===== config.mk =====
export PLATFORM = sky130hd
export DESIGN_NAME = mfdm_front
export DESIGN_NICKNAME = d
export VERILOG_FILES = /design/src/rtl/mfdm_pkg.sv /design/src/rtl/mfdm_front.sv
export SDC_FILE = /design/constraint.sdc
export NUM_CORES = 1
export LEC_CHECK = 0
export BUFFER_PORTS_ARGS = -buffer_cell sky130_fd_sc_hd__buf_2
export CAP_MARGIN = 10
export CORE_MARGIN = 10
export CORE_UTILIZATION = 51
export CTS_CLUSTER_DIAMETER = 60
export DETAILED_ROUTE_END_ITERATION = 6
export HOLD_SLACK_MARGIN = 0.1
export PLACE_DENSITY = 0.84
export SLEW_MARGIN = 20
export SYNTH_ARGS = -nofsm -noshare
export SYNTH_HDL_FRONTEND = slang
export SYNTH_SLANG_ARGS = --single-unit

===== constraint.sdc =====
create_clock -name clk -period 2.6 [get_ports clk]
set_input_delay 0.39 -clock clk [delete_from_list [all_inputs] [get_ports clk]]
set_output_delay 0.39 -clock clk [all_outputs]
set_load 0.03 [all_outputs]

===== src/rtl/mfdm_pkg.sv =====
// Package for the fade and duck mixer: item types, codes, constants and arithmetic helpers.
// No dependencies.
package mfdm_pkg;

    localparam int CHANNELS    = 32;
    localparam int GROUP_SPLIT = 16;
    localparam int CH_W        = $clog2(CHANNELS);

    localparam logic [2:0] FUNC_TICK      = 3'd0;
    localparam logic [2:0] FUNC_FO_PAUSE  = 3'd1;
    localparam logic [2:0] FUNC_FO_STOP   = 3'd2;
    localparam logic [2:0] FUNC_FADEIN    = 3'd3;
    localparam logic [2:0] FUNC_EV_TOGGLE = 3'd4;
    localparam logic [2:0] FUNC_EV_RESET  = 3'd5;
    localparam logic [2:0] FUNC_EV_ALT    = 3'd6;
    localparam logic [2:0] FUNC_NONE      = 3'd7;

    localparam logic [16:0] FULL_SCALE = 17'h10000;
    localparam logic [14:0] VOICE_MAX  = 15'h6000;
    localparam logic [14:0] VOICE_UP   = 15'h00F5;
    localparam logic [14:0] VOICE_DOWN = 15'h007A;
    localparam logic [14:0] VIEW_MAX   = 15'h5000;
    localparam logic [14:0] VIEW_UP    = 15'h00CC;
    localparam logic [14:0] VIEW_DOWN  = 15'h0066;
    localparam logic [16:0] FADER_TOP  = 17'h0FFFF;

    localparam logic [CHANNELS-1:0] ALL_DONE = '1;

    localparam logic [0:0] ADDR_DUCK_EXEMPT = 1'b0;

    typedef struct packed {
        logic [2:0]  func;
        logic [15:0] fade_rate;
        logic        stream_active;
        logic        first_person;
    } in_item_t;

    typedef struct packed {
        logic [4:0]  channel;
        logic [16:0] volume;
        logic        last;
        logic        all_faded;
        logic        song_finished;
    } out_item_t;

    // Signed truncating division of a 17-bit difference by one of the fader divisors.
    // The magnitude is below 2^16, so a reciprocal multiply and shift is exact.
    function automatic logic [16:0] div_step(input logic signed [17:0] d,
                                             input logic [10:0] k);
        logic [17:0] mag;
        logic [16:0] m;
        logic [4:0]  s;
        logic [34:0] p;
        logic [16:0] q;
        begin
            mag = d[17] ? 18'(-d) : 18'(d);
            case (k)
                11'd100:
                begin
                    m = 17'd83887;
                    s = 5'd23;
                end
                11'd400:
                begin
                    m = 17'd83887;
                    s = 5'd25;
                end
                11'd1000:
                begin
                    m = 17'd67109;
                    s = 5'd26;
                end
                default:
                begin
                    m = 17'd111849;
                    s = 5'd27;
                end
            endcase
            p = 35'(mag[15:0]) * 35'(m);
            q = 17'(p >> s);
            div_step = d[17] ? 17'(-q) : q;
        end
    endfunction

endpackage


===== src/rtl/mfdm_front.sv =====
// Front part: accepts items and turns them into a queued command.
// Depends on mfdm_pkg.
module mfdm_front (
    input  logic                clk,
    input  logic                rst_n,
    input  mfdm_pkg::in_item_t  in_item,
    input  logic                in_valid,
    output logic                in_stall,
    output mfdm_pkg::in_item_t  q_item,
    output logic                q_valid,
    input  logic                q_pop
);
    import mfdm_pkg::*;

    // Two-entry queue
    in_item_t   mem_reg [2];
    logic [0:0] wp_reg, wp_next, rp_reg, rp_next;
    logic [1:0] cnt_reg, cnt_next;
    logic       push;
    logic       pop;

    assign in_stall = (cnt_reg == 2'd2);
    assign push     = in_valid && !in_stall && (in_item.func != FUNC_NONE);
    assign pop      = q_pop && (cnt_reg != 2'd0);
    assign q_valid  = (cnt_reg != 2'd0);
    assign q_item   = mem_reg[rp_reg];

    always_comb
    begin
        wp_next  = push ? wp_reg + 1'b1 : wp_reg;
        rp_next  = pop ? rp_reg + 1'b1 : rp_reg;
        cnt_next = cnt_reg + 2'(push) - 2'(pop);
    end

    always_ff @(posedge clk)
    begin
        if (push)
        begin
            mem_reg[wp_reg] <= in_item;
        end
    end

    always_ff @(posedge clk or negedge rst_n)
    begin
        if (!rst_n)
        begin
            wp_reg  <= '0;
            rp_reg  <= '0;
            cnt_reg <= '0;
        end
        else
        begin
            wp_reg  <= wp_next;
            rp_reg  <= rp_next;
            cnt_reg <= cnt_next;
        end
    end

`ifndef NO_ASSERTIONS
    a_no_overflow: assert property (@(posedge clk) disable iff (!rst_n)
        cnt_reg == 2'd2 |-> !push) else $error("queue overflow");
    a_no_underflow: assert property (@(posedge clk) disable iff (!rst_n)
        cnt_reg == 2'd0 |-> !pop) else $error("queue underflow");
    a_count: assert property (@(posedge clk) disable iff (!rst_n)
        cnt_reg != 2'd3) else $error("bad count");
`endif

endmodule


Yosys cells after proc, flatten, opt, wreduce, memory -nomap -nowiden
Memories as Yosys holds them, arrays and structs flattened. Cells that the tools add are included.

$add $sub $neg: 4. Eq/ne operators: 2. Muxes and demuxes: 2. Reductions and logical operators: 5.

Operators by type and width (count): logical AND 1 bit (3); != test 3 bit (second input constant) (1); adder 1 bit (second input constant) (2); adder 2 x 1 -> 2 bit (1); equality test 2 bit (second input constant) (1); 2-to-1 mux 1 bit (2); nonzero test 2 bit (1); subtractor 2 x 1 -> 2 bit (1); zero test 1 bit (1).

Register bits after elaboration: 4. RAM bits: 42. Output and inout port bits: 23. Memories kept: 1.

Memory list: mem_reg (depth 2, bits a word 21, rd ports 1, clocked after memory_dff 0, write ports 1, RTL line mfdm_front.sv:16) `in_item_t mem_reg [2];`.

Depth between registers and ports, before layout
Depth in word-level cells: 6. Depth in mapped cells: 7. Gate-level depth less buffers: 7.

Worst setup path before layout
No wires, ideal clock.

Path type: register -> register. Start: register cnt_reg[1]. End: memory mem_reg[1][0] (netlist bit) (enable). Arrival time: 1.699 ns. Path slack: 0.503 ns. Cell stages (with the launch flop): 4. Path buffers: 0. Cell sequence: dfrtp_1 > nor2b_2 > nand3b_4 > nor2_1.

Word-level cells in the longest chain between the ends: 6.

Ends and longest elaborated chain: from (decl) (RTL line mfdm_front.sv:18) `logic [1:0] cnt_reg, cnt_next;`; from (signal assigned) (RTL line mfdm_front.sv:55) `cnt_reg <= cnt_next;`; equality test 2 bit (RTL line mfdm_front.sv:22) `assign in_stall = (cnt_reg == 2'd2);`; named net in_stall (RTL line mfdm_front.sv:8) `output logic in_stall,`; zero test 1 bit (RTL line mfdm_front.sv:23) `assign push = in_valid && !in_stall && (in_item.func != FUNC_NONE);`; logical AND 1 bit (2 in a row) (RTL line mfdm_front.sv:23); 2-to-1 mux 1 bit (RTL line mfdm_front.sv:37) `if (push)`; 2-to-1 mux 1 bit (implied by the code) (RTL line mfdm_front.sv:39) `mem_reg[wp_reg] <= in_item;`; to (decl) (RTL line mfdm_front.sv:16).

The timed path passes the listed nets, and every way through them passes these cells.

==> results_dict.tcl <==
set metrics [dict create \
    clock_path_buffers 2 \
    compound_cell_area_share_of_the_yosys_netlist_pct 0 \
    cp-startpoint "rp_reg" \
    worst_hold_path_type "input port to register" \
    cts_inserted_buffers 5 \
    placement_rows 21 \
    cts_root_buf "clkbuf_4" \
    largest_fanout_on_the_critical_path 12 \
    post_synth_num_cell_types 14 \
    combinationalPowerShare_pct 38.6 \
    synthesis.yosys.warnings 0 \
    die-width_um 78.4 \
    flow.area_growth_from_synthesis_pct 23.0 \
    critical_path.reg2reg.endpoint "mem_reg[1][13]" \
    cts_max_level 2 \
    drt_first_iter_violations 42 \
    fillerInstances 252 \
    detailroute.via_count 899 \
    p_per_area_nw_per_um2 1150 \
    power.net_switching_w 0.000895 \
    timing.critical_path.to_type "primary output" \
    slew_headroom_pct 63.3 \
    floorplan.die_area_um2 6150 \
    timing.critical_path.from_type "register" \
    synthMuxAreaShare_pct 13.6 \
    hold_viol 0 \
    grt_pass1_vias 1046 \
    min_tclk_post_route_ns 2.22 \
    critical_path.reg2reg.startpoint "cnt_reg[1]" \
    yosys.area.top_type_share_pct 72.5 \
    cts.reportedPaths.clkPinSlew_ns 0.13 \
    cellLeakagePower_nw 0.832 \
    synth_sequential_area_ratio_pct 78.3 \
    worstSetupPathType "register to primary output" \
    final_cell_area_um2 2140 \
    coreArea_um2 3310 \
    drt-vias-per-instance 4.81 \
    initial_antenna_violation_count 0 \
    cts_num_sinks 46 \
    cp_cell_sequence "buf_4, mux2_2, buf_2" \
    power_frac_seq_pct 43.7 \
    port_buffers 47 \
    postSynthAreaPerCell_um2 20.7 \
    final_layout_size_suffix_gt1_share_pct 60.3 \
    maxSlewViolCount 0 \
    cts_tree "done" \
    first_pass_iters 4 \
    portion_of_total_power_attributed_to_the_clock_network_pct 17.6 \
    top_level_i_o_count 48 \
    timing.clock.skew_ns 0.0103 \
    start_util_pct 52.5 \
    fin_nets 167 \
    min_period_over_period_pct 85.6 \
    timing.final.setup_violations 0 \
    crit_arrival_ns 1.83 \
    synth_cells 84 \
    multi_input_comb_area_um2 360 \
    number_of_flip_flops_in_the_largest_register 42 \
    netlist_top_cells_area "edfxtp_1 (73%), mux2_2 (14%), dfrtp_1 (5.8%)" \
    hold_path_depth 1 \
    maxCapViolations 0 \
    grtUsageTotal_pct 10.4 \
    routed_wire_length_per_instance_um 15.7 \
    worst_pin_slew_ns 0.550 \
    remaining_drc_errors 0 \
    path_depth 3 \
    postRouteAntennaNets 0 \
    timing.fmax_ghz 0.450 \
    simple_gate_share_of_the_synthesized_area_pct 3.38 \
    worst_setup_path_endpoint "q_item[7]" \
    cpLargestDelayFamily "flip-flops" \
    crit_path_top_delay_cell "dfrtp_1" \
    ir_drop_mv 0.670 \
    cp_data_required_time_ns 2.21 \
    cell_type_contributing_the_most_total_cell_area_after_synthesis "edfxtp_1" \
    wl_um 2930 \
    grt_pass1_wl_um 4960 \
    outcome "finished clean" \
    combinational_family_with_the_most_area_after_synthesis "multiplexers" \
    post-dp-hpwl_um 2270 \
    antennaDiodeCount 0 \
    sequential_cell_area_um2 1360 \
    worstPathBufferInverterCount 2 \
    cell_internal_pwr_w 0.00158 \
    total_congestion_overflow 0 \
    postSynthNetCount 111 \
    slowest_stage_delay_on_critical_path_ns 0.65 \
    post_synthesis_xor_xnor_area_fraction_pct 2.01 \
    syn_area_um2 1740 \
    ys_seq_elements 46 \
    grt_start_max_net_pins 17 \
    place_area_um2 2040 \
    globalplace.congestion 0.649 \
    number_of_post_cts_setup_repair_buffers 0 \
    timing.reg2reg.worst_path_depth 4 \
    grt_setup_unrepaired "no" \
    synth-adder-area-share_pct 1.44 \
    worstSkewPairLatency_ns 0.35 \
    cts_resized 0 \
    p_sw_share_pct 36.2 \
    final.setup.tns_ns 0 \
    reg2reg_slack_ns 0.77 \
    die_height_um 78.4 \
]
[logic make-up (layout without fill, tap and decap cells)]
group | count (synthesis) | in the layout
DFF | 46 | 46
muxes | 21 | 21
and+or+nand+nor | 7 | 7
xor gates and xnor gates | 4 | 4
adders and majority gates | 2 | 2
buffers and inverters | 4 | 61
[placed cells by master (no fill, tap or decap), drive strengths merged]
cell         netlist  final
xor2               1      1
or2                1      1
xnor2              3      3
nand3              1      1
edfxtp            42     42
bufinv             0      1
dlygate4sd3        0      1
ha                 2      2
nor2               2      2
nand3b             1      1
buf                2     50
nor2b              1      1
mux2              21     21
and2               1      1
clkbuf             0      5
dfrtp              4      4
inv                2      4
[per-stage QoR]
step | std cells | hold slack, ns | total power, W | util, % | worst slack, ns
after floorplan | 84 | 0.0944 | 0.00181 | - | 0.503
after global placement | 178 | 0.202 | 0.00205 | 61.8 | 0.772
after detailed placement | 178 | 0.204 | 0.00208 | 61.8 | 0.742
after CTS | 187 | 0.199 | 0.00251 | 64.6 | 0.333
after global routing | 187 | 0.169 | 0.00262 | 64.6 | 0.238
final | 187 | 0.212 | 0.00247 | 64.6 | 0.375
[layout make-up]
class	instances	area share (%)
clock buffer	5	1.75
multi-input combinational	34	16.8
inverter	2	0.351
timing repair buffer	51	12.5
tap	46	2.69
clock inverter	3	2.22
sequential	46	63.6
[per-layer routing]
metal	global-route usage (%)	wire length, um
met1	10.6	1090
met2	16.8	1510
met3	6.15	275
met4	4.84	52
met5	0	0
[synth_stat cells]
master and number:
buf_4 2, or2_4 1, inv_1 2, xor2_1 1, nand3_1 1, xnor2_1 3
nand3b_4 1, nor2_1 2, ha_1 2, edfxtp_1 42, and2_4 1, dfrtp_1 4
mux2_2 21, nor2b_2 1
[how the worst min path moves through the flow]
stage          startpoint       endpoint  slack [ns]
3_5_place_dp        rst_n     cnt_reg[0]        0.20
3_3_place_gp        rst_n     cnt_reg[0]        0.20
2_1_floorplan       rst_n     cnt_reg[0]        0.09
6_report       in_item[9]  mem_reg[0][9]        0.21
5_1_grt        in_item[3]  mem_reg[0][3]        0.17
4_1_cts        in_item[9]  mem_reg[0][9]        0.20
[power groups by stage]
stage / logic [W] / clock network (W) / registers (W)
floorplan: 0.000745 / 0 / 0.00106
global placement: 0.000956 / 0 / 0.00109
detailed placement: 0.000976 / 0 / 0.00110
CTS: 0.000977 / 0.000447 / 0.00108
global route: 0.00104 / 0.000484 / 0.00110
finish: 0.000955 / 0.000436 / 0.00108
[timing repair]
| item | 4_1_cts | 5_1_grt |
|---|---|---|
| endpoints found under the setup margin | 0 | 0 |
| hold buffers | 1 | 0 |
| hold endpoints to repair | 4 | 0 |
Power figures use the tool's default switching activity.
